`config.mk`:
```
export PLATFORM = sky130hd
export DESIGN_NAME = stx_etx_frame_builder_top
export DESIGN_NICKNAME = d
export VERILOG_FILES = /design/src/rtl/sefb_pkg.sv /design/src/rtl/sefb_front.sv /design/src/rtl/sefb_queue.sv /design/src/rtl/sefb_back.sv /design/src/rtl/stx_etx_frame_builder_top.sv
export SDC_FILE = /design/constraint.sdc
export NUM_CORES = 1
export LEC_CHECK = 0
export BUFFER_PORTS_ARGS = -buffer_cell sky130_fd_sc_hd__buf_2
export CAP_MARGIN = 25
export CORE_MARGIN = 2
export CORE_UTILIZATION = 58
export CTS_BUF_LIST = sky130_fd_sc_hd__clkbuf_4 sky130_fd_sc_hd__clkbuf_8
export CTS_CLUSTER_DIAMETER = 120
export DETAILED_ROUTE_END_ITERATION = 8
export PLACE_DENSITY = 0.81
export SLEW_MARGIN = 20
export SYNTH_ARGS = -nofsm -noshare
export SYNTH_HDL_FRONTEND = slang
export SYNTH_SLANG_ARGS = --single-unit
```
`constraint.sdc`:
```
create_clock -name clk -period 3.79 [get_ports clk]
set_input_delay 0.5685 -clock clk [delete_from_list [all_inputs] [get_ports clk]]
set_output_delay 0.5685 -clock clk [all_outputs]
set_load 0.01 [all_outputs]
```
`src/rtl/sefb_pkg.sv`:
```
// ----------------------------------------------------------------------------
// sefb_pkg
// Shared types and constants of the SOH/STX/ETX frame builder.
// ----------------------------------------------------------------------------
package sefb_pkg;

  // Payload bytes per full frame (1 to 255)
  localparam logic [7:0] FRAME_DATA_SIZE = 8'd16;

  localparam logic [7:0] SOH_BYTE = 8'h01;
  localparam logic [7:0] STX_BYTE = 8'h02;
  localparam logic [7:0] ETX_BYTE = 8'h03;

  // Depth of the command queue between front and back
  localparam int unsigned QUEUE_DEPTH = 4;
  localparam int unsigned QUEUE_AW    = $clog2(QUEUE_DEPTH);

  // One classified item, as handed from the front to the back
  typedef struct packed {
    logic [7:0]  data;
    logic        open_frame;   // header goes out before the data byte
    logic        close_frame;  // ETX and checksum follow the data byte
    logic [31:0] frame_number;
  } sefb_cmd_t;

endpackage

```
`src/rtl/sefb_front.sv`:
```
// ----------------------------------------------------------------------------
// sefb_front
// Takes file bytes, tracks frame fill and number, and queues one command per
// item saying whether it opens and/or closes a frame.
// ----------------------------------------------------------------------------
module sefb_front import sefb_pkg::*; (
  input  logic       clk,
  input  logic       rst,
  input  logic       push,
  output logic       full,
  input  logic [7:0] data_byte,
  input  logic       end_of_file,
  output logic       cmd_push,
  input  logic       cmd_full,
  output sefb_cmd_t  cmd
);

  logic [31:0] frame_number;
  logic [7:0]  payload_count;
  logic [7:0]  count_inc;
  logic        take;

  assign full      = cmd_full;
  assign take      = push && !cmd_full;
  assign cmd_push  = take;
  assign count_inc = payload_count + 8'd1;

  always_comb begin
    cmd.data         = data_byte;
    cmd.open_frame   = (payload_count == 8'd0);
    cmd.close_frame  = end_of_file || (count_inc >= FRAME_DATA_SIZE);
    cmd.frame_number = frame_number;
  end

  always_ff @(posedge clk) begin
    if (rst) begin
      frame_number  <= '0;
      payload_count <= '0;
    end else if (take) begin
      if (cmd.close_frame) begin
        payload_count <= '0;
        frame_number  <= end_of_file ? 32'd0 : frame_number + 32'd1;
      end else begin
        payload_count <= count_inc;
      end
    end
  end

endmodule

```
`src/rtl/sefb_queue.sv`:
```
// ----------------------------------------------------------------------------
// sefb_queue
// Short command queue between front and back.
// ----------------------------------------------------------------------------
module sefb_queue import sefb_pkg::*; (
  input  logic      clk,
  input  logic      rst,
  input  logic      wr_en,
  input  sefb_cmd_t wr_cmd,
  output logic      full,
  input  logic      rd_en,
  output sefb_cmd_t rd_cmd,
  output logic      not_empty
);

  sefb_cmd_t           mem [QUEUE_DEPTH];
  logic [QUEUE_AW-1:0] wr_ptr;
  logic [QUEUE_AW-1:0] rd_ptr;
  logic [QUEUE_AW:0]   fill;
  logic                do_wr;
  logic                do_rd;

  assign full      = (fill == (QUEUE_AW + 1)'(QUEUE_DEPTH));
  assign not_empty = (fill != '0);
  assign do_wr     = wr_en && !full;
  assign do_rd     = rd_en && not_empty;
  assign rd_cmd    = mem[rd_ptr];

  always_ff @(posedge clk) begin
    if (do_wr) begin
      mem[wr_ptr] <= wr_cmd;
    end
  end

  always_ff @(posedge clk) begin
    if (rst) begin
      wr_ptr <= '0;
      rd_ptr <= '0;
      fill   <= '0;
    end else begin
      if (do_wr) wr_ptr <= wr_ptr + 1'b1;
      if (do_rd) rd_ptr <= rd_ptr + 1'b1;
      case ({do_wr, do_rd})
        2'b10:   fill <= fill + 1'b1;
        2'b01:   fill <= fill - 1'b1;
        default: fill <= fill;
      endcase
    end
  end

endmodule

```
`src/rtl/sefb_back.sv`:
```
// ----------------------------------------------------------------------------
// sefb_back
// Byte sequencer: walks header, data, trailer for each command and keeps the
// frame checksum; one output register towards the result side.
// ----------------------------------------------------------------------------
module sefb_back import sefb_pkg::*; (
  input  logic       clk,
  input  logic       rst,
  input  logic       cmd_valid,
  input  sefb_cmd_t  cmd_head,
  output logic       cmd_pop,
  output logic       empty,
  input  logic       pop,
  output logic [7:0] out_byte,
  output logic       frame_end,
  output logic       last_in_run
);

  typedef enum logic [8:0] {
    PH_SOH  = 9'b000000001,
    PH_FN0  = 9'b000000010,
    PH_FN1  = 9'b000000100,
    PH_FN2  = 9'b000001000,
    PH_FN3  = 9'b000010000,
    PH_STX  = 9'b000100000,
    PH_DATA = 9'b001000000,
    PH_ETX  = 9'b010000000,
    PH_CHK  = 9'b100000000
  } sefb_phase_t;

  sefb_phase_t phase;
  sefb_phase_t phase_next;
  sefb_cmd_t   cur;
  logic        busy;
  logic [7:0]  sum;
  logic [7:0]  byte_next;
  logic        out_valid;
  logic        adv;
  logic        done;
  logic        load;
  logic        run_end;

  assign adv     = busy && (!out_valid || pop);
  assign run_end = (phase == PH_CHK) || ((phase == PH_DATA) && !cur.close_frame);
  assign done    = adv && run_end;
  assign load    = cmd_valid && (!busy || done);
  assign cmd_pop = load;
  assign empty   = !out_valid;

  always_comb begin
    phase_next = phase;
    byte_next  = cur.data;
    case (phase)
      PH_SOH: begin
        byte_next  = SOH_BYTE;
        phase_next = PH_FN0;
      end
      PH_FN0: begin
        byte_next  = cur.frame_number[7:0];
        phase_next = PH_FN1;
      end
      PH_FN1: begin
        byte_next  = cur.frame_number[15:8];
        phase_next = PH_FN2;
      end
      PH_FN2: begin
        byte_next  = cur.frame_number[23:16];
        phase_next = PH_FN3;
      end
      PH_FN3: begin
        byte_next  = cur.frame_number[31:24];
        phase_next = PH_STX;
      end
      PH_STX: begin
        byte_next  = STX_BYTE;
        phase_next = PH_DATA;
      end
      PH_DATA: begin
        byte_next  = cur.data;
        phase_next = PH_ETX;
      end
      PH_ETX: begin
        byte_next  = ETX_BYTE;
        phase_next = PH_CHK;
      end
      PH_CHK: begin
        byte_next  = 8'd0 - sum;
        phase_next = PH_SOH;
      end
      default: begin
        byte_next  = cur.data;
        phase_next = PH_SOH;
      end
    endcase
  end

  always_ff @(posedge clk) begin
    if (load) begin
      cur <= cmd_head;
    end
    if (adv) begin
      out_byte    <= byte_next;
      frame_end   <= (phase == PH_CHK);
      last_in_run <= run_end;
    end
  end

  always_ff @(posedge clk) begin
    if (rst) begin
      busy      <= 1'b0;
      phase     <= PH_SOH;
      sum       <= '0;
      out_valid <= 1'b0;
    end else begin
      if (load) begin
        busy  <= 1'b1;
        phase <= cmd_head.open_frame ? PH_SOH : PH_DATA;
      end else if (done) begin
        busy  <= 1'b0;
      end else if (adv) begin
        phase <= phase_next;
      end

      // SOH restarts the sum; the checksum byte itself is not summed
      if (adv) begin
        if (phase == PH_SOH) begin
          sum <= SOH_BYTE;
        end else if (phase != PH_CHK) begin
          sum <= sum + byte_next;
        end
      end

      if (adv) begin
        out_valid <= 1'b1;
      end else if (pop) begin
        out_valid <= 1'b0;
      end
    end
  end

endmodule

```
`src/rtl/stx_etx_frame_builder_top.sv`:
```
// ----------------------------------------------------------------------------
// stx_etx_frame_builder_top
// Frame builder: file bytes in, SOH/number/STX/data/ETX/checksum bytes out.
// ----------------------------------------------------------------------------
// Both sides look like a queue. The front classifies each file byte (does it
// open a frame, does it close one) and stamps the frame number; the back
// sends one framed byte per cycle while the result side pops, through a
// single output register. An item that opens a frame costs six header bytes,
// one that closes it two trailer bytes, so an item yields 1 to 9 output
// bytes; the output port, one byte a cycle, sets the rate. A four-entry
// command queue between front and back lets input keep arriving while a
// header or trailer is going out. No clearing pass after reset.
// ----------------------------------------------------------------------------
module stx_etx_frame_builder_top import sefb_pkg::*; (
  input  logic       clk,
  input  logic       rst,
  input  logic       push,
  output logic       full,
  input  logic [7:0] data_byte,
  input  logic       end_of_file,
  output logic       empty,
  input  logic       pop,
  output logic [7:0] out_byte,
  output logic       frame_end,
  output logic       last_in_run
);

  sefb_cmd_t front_cmd;
  sefb_cmd_t head_cmd;
  logic      q_push;
  logic      q_full;
  logic      q_pop;
  logic      q_valid;

  // Front: classification and frame counters
  sefb_front u_front (
    .clk         (clk),
    .rst         (rst),
    .push        (push),
    .full        (full),
    .data_byte   (data_byte),
    .end_of_file (end_of_file),
    .cmd_push    (q_push),
    .cmd_full    (q_full),
    .cmd         (front_cmd)
  );

  // Decoupling queue
  sefb_queue u_queue (
    .clk       (clk),
    .rst       (rst),
    .wr_en     (q_push),
    .wr_cmd    (front_cmd),
    .full      (q_full),
    .rd_en     (q_pop),
    .rd_cmd    (head_cmd),
    .not_empty (q_valid)
  );

  // Back: byte sequencer and checksum
  sefb_back u_back (
    .clk         (clk),
    .rst         (rst),
    .cmd_valid   (q_valid),
    .cmd_head    (head_cmd),
    .cmd_pop     (q_pop),
    .empty       (empty),
    .pop         (pop),
    .out_byte    (out_byte),
    .frame_end   (frame_end),
    .last_in_run (last_in_run)
  );

endmodule

```
==> impl_metrics.ini, run 1 <==
[synthesis]
synth_edf_count = 219
netlist_top_cells_count = edfxtp_1, nor2_1, dfxtp_1, mux4_2, nand2_1
netlist_top_cells_area = edfxtp_1, dfxtp_1, mux4_2
ys_ff_latch = 287
synthFlopType = edfxtp_1
netlist_area_sq_mm = 0.0115
yosys_warnings = 0
ys_types = 68
syn_nets = 775
ys_seq_area_frac = 0.689
synth_top_area_frac = 0.571
postSynthCellCount = 744
synth_area_leader_cell = edfxtp_1
yosysMostFrequentCell = edfxtp_1
avgSynthCellArea_sq_um = 15.5
synthArstFlopShare = 0

[clock_tree]
cts_tree = yes
clockRootBuffer = clkbuf_8
h-tree-depth = 2
path_clk_slew_ns = 0.06
cts_made_buffers = 45
clock_latency_ns = 0.56
cts.sinks = 287
hold_buffers = 0
clock_path_buffers = 3

[outcome]
status = complete, no violations

[setup_path]
crit_chain = buf_4 -> or4b_2 -> o311a_1 -> buf_4 -> o221ai_4 -> nor2_1 -> a31oi_2 -> ha_1 -> nor2b_2 -> o21ai_2 -> a21boi_2 -> o21a_1 -> o21ai_0 -> or4b_1 -> a21oi_1
critPathKind = register to register
worstPathRequired_ns = 4.27
cp_num_buf_inv = 2
worst_path_largest_cell_delay_ns = 0.60
arrival_ns = 4.19
cp-end-kind = register
crit_slowest_cell = or4b_2
path_delay_family = compound AO/OA/AOI/OAI gates
cp_num_cells = 15
crit_path_max_fanout = 6
start_kind = register
reg2reg_depth = 15
crit_top_cell = buf_4

[detailed_routing]
wl_um = 22400
avgRoutedWirePerCell_um = 19.6
drc_errors = 0
drt_iter0_drc = 572
drt_pre_antenna_iters = 7
ant_nets = 0
via_per_inst = 5.80
dr_total_vias = 6627

[finish]
final_nets = 871
insertedDiodeCount = 0
drive_gt1_frac = 0.271
fin_util = 0.684
area_growth_pct = 15.6
final_cell_area_sq_mm = 0.0133

[sta]
drv_slew = 0
worst_pin_slew_ns = 0.803
max_freq_mhz = 270
slew_headroom = 0.465
setup_viol = 0
final.min_clock_period_ns = 3.71
fin_crit_sh = 0.979
clock_skew_ns = 0.0225
rsz0062_at_grt = true
hold_violations = 0
fin_ws_ns = 0.0804

[grt]
grt_pass1_vias = 6833
grt_max_degree = 33
antenna_found_initial = 0
track_usage = 0.216
grt_pass1_wl_um = 35700
grt-ovfl-total = 0

[placement]
dp_hpwl_um = 14800
gp_congestion = 0.883
post-place-ws_ns = -0.0810
dpl-instance-area_sq_mm = 0.0122
io_buffers = 24

[power_and_ir_drop]
leakagePower_nw = 4.72
irDropWorstVdd_uv = 309
powerDensity_mw_per_mm2 = 724

[floorplanning]
die_h_um = 145
initial_core_util = 0.592
coreArea_sq_mm = 0.0195
die-width_um = 145
rows = 51
die-area_sq_mm = 0.0210
ioPinCount = 25

[min_path]
hp-class = input port to register
whs_path_depth = 1

[job]
maxCapViolations = 0
[report_power, final]
| part | internal [mW] | total, mW | leakage (nW) | switching (mW) |
|---|---|---|---|---|
| combinational | 1.08 | 2.45 | 1.58 | 1.37 |
| clock | 1.58 | 2.72 | 0.519 | 1.14 |
| sequential | 4.16 | 4.47 | 2.63 | 0.314 |
| total | 6.82 | 9.64 | 4.72 | 2.82 |
[registers in the layout (all words and copies together) (netlist names), 3 cells and up, named ones only]
signal	count
u_queue.mem	168
u_back.cur	41
u_front.frame_number	32
u_back.phase	9
u_back.out_byte	8
u_back.sum	8
u_front.payload_count	8
u_queue.fill	3
[path summary, 6_finish.rpt]
path	end	slack, ns	startpoint
min	u_queue.mem[0][36]	0.23	data_byte[2]
max reg2reg	u_back.sum[6]	0.08	u_back.phase[0]
min reg2reg	u_front.payload_count[7]	0.48	u_front.payload_count[7]
max	u_back.sum[6]	0.08	u_back.phase[0]
[worst register-to-register path: stages, from the launching register on]
cell,delay [ns]
dfxtp_2,0.35
buf_4,0.12
or4b_2,0.60
o311a_1,0.16
buf_4,0.15
o221ai_4,0.26
nor2_1,0.10
a31oi_2,0.22
ha_1,0.30
nor2b_2,0.18
o21ai_2,0.18
a21boi_2,0.10
o21a_1,0.20
o21ai_0,0.14
or4b_1,0.45
a21oi_1,0.15
[cell type report]
| class | instances | area (sq um) |
|---|---|---|
| well taps | 265 | 332 |
| fillers | 1305 | 6140 |
| multi-input cells | 403 | 3450 |
| inverters | 27 | 101 |
| repair buffers | 76 | 523 |
| clock inverters | 12 | 113 |
| clock buffers | 72 | 860 |
| flip-flops and latches | 287 | 7940 |
[stage by stage]
step	setup TNS [ns]	power, mW	instances	hold WS, ns
final	0	9.64	1142	0.229
after global routing	-0.119	10.1	1142	0.222
after CTS	0	9.62	1140	0.198
after detailed placement	-0.102	6.87	1055	0.462
after global placement	0	6.79	1055	0.459
after floorplan	0	5.99	744	0.445
[cell families after synthesis]
kind of cell / count (synthesis) / synth area share
DFF: 287 / 0.689
and+or+nand+nor: 213 / 0.0952
AOI/OAI and AO/OA: 74 / 0.0481
buffers and inverters: 54 / 0.0202
muxes: 53 / 0.0922
xor gates and xnor gates: 45 / 0.0342
adders and majority gates: 18 / 0.0209
[what timing repair did]
item / CTS / global route
endpoints found under the hold margin: 0 / 0
endpoints found under the setup margin: 2 / 2
buffers inserted: 1 / 2
pin swaps: 2 / 9
resized for setup: 4 / 17
[placed cells by master (no fill, tap or decap), types with 24 or more instances in the layout]
cell      instances
buf_2            24
buf_4            51
clkbuf_8         51
dfxtp_1          64
edfxtp_1        219
inv_1            26
mux4_2           42
nand2_1          36
nor2_1           75
xor2_1           24
[metal layers]
layer  up-vias  global-route usage  routed length (um)  part of all wire
li1       3041                   -                   -                 -
met1      3320               0.280                9160              0.41
met2       215               0.365               11400              0.51
met3        51              0.0365                1180             0.053
met4         0              0.0926                 646             0.029
met5         -                   0                   0                 0
Note: power is estimated with default switching activity, not from simulation.
==> run 2: changes to the inputs <==
Settings changed: CORE_UTILIZATION 58 to 55, PLACE_DENSITY 0.81 to 0.77, REMOVE_ABC_BUFFERS set to 1.
==> run 2 against run 1 <==
  * Power decreased by 1.0%
  * Largest cell class unchanged
  * Wire length increased by 1.9%
  * Clock skew increased by 0.0032 ns
==> impl_metrics.ini, run 2 (synthesized netlist as in run 1, its figures left out) <==
[outcome]
status = complete, no violations

[placement]
dp_hpwl_um = 14800
io_buffers = 24
dp.cells = 1055
gp_congestion = 0.879

[grt]
grt_pass1_vias = 6776
grt_max_degree = 43
antenna_found_initial = 0
grt-ovfl-total = 0
grt_pass1_wl_um = 36200
track_usage = 0.214

[power_and_ir_drop]
powerDensity_mw_per_mm2 = 718
leakagePower_nw = 4.68
power_mw = 9.54
irDropWorstVdd_uv = 391

[floorplanning]
die_h_um = 149
rows = 52
die-width_um = 149
ioPinCount = 25
initial_core_util = 0.566
coreArea_sq_mm = 0.0204
die-area_sq_mm = 0.0221

[setup_path]
r2r_slack_ns = 0.07
cp-end-kind = register
reg2reg_depth = 14
crit_path_start = u_back.phase[8]
r2r_end = u_back.sum[6]
worstPathRequired_ns = 4.27
start_kind = register
reg2reg_from = u_back.phase[8]
cp-endpoint = u_back.sum[6]
crit_path_max_fanout = 4
arrival_ns = 4.20
critPathKind = register to register

[sta]
drv_slew = 0
tns_ns = 0
slew_headroom = 0.382
whs_ns = 0.228
worst_pin_slew_ns = 0.927
max_freq_mhz = 269
clock_skew_ns = 0.0258
fin_crit_sh = 0.981
rsz0062_at_grt = true
setup_viol = 0
final.min_clock_period_ns = 3.72
hold_violations = 0

[detailed_routing]
drt_iter0_drc = 403
avgRoutedWirePerCell_um = 20.0
drt_pre_antenna_iters = 5
ant_nets = 0
drc_errors = 0
dr_total_vias = 6567
via_per_inst = 5.75
wl_um = 22900

[clock_tree]
clock_latency_ns = 0.55
clock_path_buffers = 3
path_clk_slew_ns = 0.06
cts_made_buffers = 45
clockRootBuffer = clkbuf_8
cts.sinks = 287
h-tree-depth = 2
hold_buffers = 0
cts_tree = yes

[finish]
reg_top3 = u_queue.mem x168, u_back.cur x41, u_front.frame_number x32
area_growth_pct = 15.4
final_cell_mix = edfxtp_1, nor2_1, dfxtp_1
largest_reg_flops = 168
fill_cells = 1375
final_nets = 867
fin_cells = 1142
drive_gt1_frac = 0.267
final_common_cell = edfxtp_1
insertedDiodeCount = 0
largest_register = u_queue.mem

[job]
maxCapViolations = 0

[min_path]
hp-class = input port to register
-- run 2: cell count changes in the layout (fill, tap and decap cells not counted), moves of 2 or more --
cell      previous run  this run
clkbuf_4            21        18
nor2_4               2         4
clkbuf_8            51        48
buf_4               51        45
clkinv_2             2         6
nor2_2               4         2
-- run 2: metal layers --
metal,part of all wire,up-vias,global-route usage
li1,-,3023,-
met1,0.41,3295,0.279
met2,0.51,208,0.362
met3,0.057,41,0.0411
met4,0.020,0,0.0752
met5,0,-,0
-- run 2: how the worst min path moves through the flow --
stage                             startpoint                        to  slack, ns  depth (start not counted)
detailed placement  u_front.payload_count[5]  u_front.payload_count[5]       0.48                          1
finish                          data_byte[7]        u_queue.mem[3][41]       0.23                          1
floorplan           u_front.payload_count[7]  u_front.payload_count[7]       0.44                          1
global route                    data_byte[5]        u_queue.mem[3][39]       0.21                          1
CTS                             data_byte[7]        u_queue.mem[0][41]       0.19                          1
global placement    u_front.payload_count[7]  u_front.payload_count[7]       0.46                          1
-- run 2: worst max-delay path: stages (launching register included) --
cell      delay [ns]
dfxtp_2         0.32
or4_4           0.53
or3_4           0.44
buf_4           0.18
o221ai_4        0.24
nor2_1          0.09
a31oi_2         0.21
ha_1            0.30
nor2b_2         0.18
o21ai_1         0.15
a21boi_1        0.10
o21a_1          0.18
o21ai_0         0.14
or4b_1          0.44
a21oi_1         0.16
-- run 2: timing repair --
item                       CTS  global route
gates resized for setup     10            18
setup buffers                2             2
pin swaps                    3            11
setup endpoints to repair    2             2
-- run 2: metrics by stage --
stage / utilization / instance area, sq um / setup WS, ns
after floorplan: - / 11400 / -0.0687
after global placement: 0.599 / 12200 / -0.0297
after detailed placement: 0.600 / 12200 / -0.149
after CTS: 0.648 / 13200 / 0.0119
after global routing: 0.652 / 13300 / -0.125
final: 0.652 / 13300 / 0.0702
-- run 2: final cells by class --
class                   instances  area (sq um)  area share
clock buffers                  66           796      0.0599
clock inverters                17           138      0.0104
inverters                      27           101     0.00763
multi-input cells             403          3460       0.261
flip-flops and latches        287          7950       0.598
well taps                     270           338      0.0254
repair buffers                 72           504      0.0380
-- run 2: report_power, final --
part | switching, mW | internal [mW]
Combinational | 1.36 | 1.07
Sequential | 0.313 | 4.16
Clock | 1.14 | 1.49
Total | 2.82 | 6.72
==> run 3: changes to the inputs <==
==> constraint.sdc (replaced) <==
create_clock -name clk -period 3.79 [get_ports clk]
set_input_delay 0.379 -clock clk [delete_from_list [all_inputs] [get_ports clk]]
set_output_delay 0.379 -clock clk [all_outputs]
set_load 0.01 [all_outputs]
==> run 3 against run 2 <==
  * Wire length is 1.3% lower
  * Die area unchanged
  * Worst setup slack better by 0.020 ns
  * Sequential cell count is the same
  * Non-clock buffer count fell by 2
  * Power rose by 1.6%
  * Core utilization rose by 0.074 points
  * Combinational power is 2% lower
  * Hold slack worse by 0.19 ns
  * Critical endpoint unchanged
  * Largest cell class unchanged
  * Sequential share of layout area decreased by 0.096 points
  * Via count shrank 0.64%
  * Clock-buffer cell count fell by 6
==> impl_metrics.ini, run 3 (synthesized netlist as in run 1, its figures left out) <==
[clock_tree]
h-tree-depth = 2
hold_buffers = 0
cts_tree = yes
cts.sinks = 287
cts_made_buffers = 45
clock_path_buffers = 3
path_clk_slew_ns = 0.06
clock_latency_ns = 0.56
clockRootBuffer = clkbuf_8

[finish]
final_cell_area_sq_mm = 0.0133
seqCellArea_sq_mm = 0.00794
multi_input_area_sq_mm = 0.00342
reg_top3 = u_queue.mem x168, u_back.cur x41, u_front.frame_number x32
final_cell_mix = edfxtp_1, nor2_1, dfxtp_1
largest_register = u_queue.mem
insertedDiodeCount = 0
fin_cells = 1141
final_nets = 865
final_common_cell = edfxtp_1
largest_reg_flops = 168
area_growth_pct = 15.5
fill_cells = 1326
drive_gt1_frac = 0.263

[power_and_ir_drop]
leakagePower_nw = 4.70
powerDensity_mw_per_mm2 = 729
power_mw = 9.69
irDropWorstVdd_uv = 302

[setup_path]
crit_chain = or4_4 -> or3_4 -> nor3_2 -> a211oi_1 -> nand2_1 -> mux2i_1 -> a21oi_2 -> ha_2 -> inv_1 -> fa_2 -> nor2b_2 -> o21ai_1 -> a21boi_1 -> o21a_1 -> nor3_1 -> or4b_1 -> a21oi_2
reg2reg_from = u_back.phase[0]
start_kind = register
worst_path_largest_cell_delay_ns = 0.52
arrival_ns = 4.19
crit_path_start = u_back.phase[0]
critPathKind = register to register
crit_top_cell = a21oi_2
crit_slowest_cell = or4_4
worstPathRequired_ns = 4.28
crit_path_max_fanout = 6
cp-end-kind = register

[placement]
io_buffers = 24
dp_hpwl_um = 14400
post-place-ws_ns = -0.0947
dpl-instance-area_sq_mm = 0.0122
gp_congestion = 0.870
dp.cells = 1053

[grt]
use_met2 = 0.354
met3_usage = 0.0482
grt-ovfl-total = 0
use_met1 = 0.273
grt_max_degree = 41
track_usage = 0.211
grt_pass1_vias = 6769
antenna_found_initial = 0
grt_pass1_wl_um = 35500
grt_busiest_layer = met2

[detailed_routing]
via_per_inst = 5.72
dr_total_vias = 6525
drt_iter0_drc = 502
drt_pre_antenna_iters = 7
wl_um = 22600
drc_errors = 0
ant_nets = 0
avgRoutedWirePerCell_um = 19.8

[sta]
rsz0062_at_grt = true
fin_crit_sh = 0.976
hold_violations = 0
max_freq_mhz = 270
setup_viol = 0
slew_headroom = 0.498
fin_ws_ns = 0.0906
whs_ns = 0.0365
clock_skew_ns = 0.0240
worst_pin_slew_ns = 0.746
final.min_clock_period_ns = 3.70
drv_slew = 0

[outcome]
status = complete, no violations

[floorplanning]
die_h_um = 149
coreArea_sq_mm = 0.0204
rows = 52
die-area_sq_mm = 0.0221
ioPinCount = 25
die-width_um = 149
initial_core_util = 0.566

[min_path]
min_from = data_byte[6]
hp-class = input port to register

[job]
maxCapViolations = 0
-- run 3: cell count changes in the layout (fill, tap and decap cells not counted), moves of 2 or more --
cell and change:
bufinv_16 +3, clkbuf_4 -10, clkbuf_8 +4, clkinv_2 +3
nor2_2 +2, nor2_4 -2
-- run 3: critical path: cells and delay by family (launching register included) --
kind | cells | cell delay (ns)
AND/OR/NAND/NOR | 7 | 1.80
AO/OA/AOI/OAI | 6 | 0.83
multiplexers | 1 | 0.07
adder cells (fa/ha/maj) | 2 | 0.53
buffers and inverters | 1 | 0.05
flip-flops | 1 | 0.34
-- run 3: repair_timing --
| action | in CTS | in global routing |
|---|---|---|
| setup buffers | 1 | 2 |
| endpoints found under the setup margin | 2 | 2 |
| resized for setup | 5 | 13 |
| pin swaps | 3 | 6 |
-- run 3: worst paths after layout --
check / cells past startpoint / end / slack [ns]
max: 17 / u_back.sum[6] / 0.09
min: 1 / u_queue.mem[1][40] / 0.04
max reg2reg: 17 / u_back.sum[6] / 0.09
min reg2reg: 1 / u_front.payload_count[5] / 0.48
-- run 3: per-stage QoR --
stage / util / setup TNS, ns
2_1_floorplan: - / -0.0687
5_1_grt: 0.653 / -0.151
6_report: 0.653 / 0
4_1_cts: 0.649 / 0
3_5_place_dp: 0.598 / -0.118
3_3_place_gp: 0.598 / -0.0215
-- run 3: area by class of cell --
class	instances	area share
Clock buffer	60	0.0583
Clock inverter	24	0.0185
Inverter	27	0.00762
Multi-Input combinational cell	403	0.257
Sequential cell	287	0.597
Tap cell	270	0.0254
Timing Repair Buffer	70	0.0359
-- run 3: metal layers --
metal | up-vias | wire length (um)
met5 | - | 0
met4 | 0 | 590
met3 | 47 | 1390
met2 | 225 | 11200
met1 | 3230 | 9360
li1 | 3023 | -
-- run 3: report_power, final --
part / internal, mW / leakage [nW] / switching [mW]
Sequential: 4.16 / 2.63 / 0.284
Clock: 1.69 / 0.537 / 1.19
Combinational: 1.03 / 1.54 / 1.34
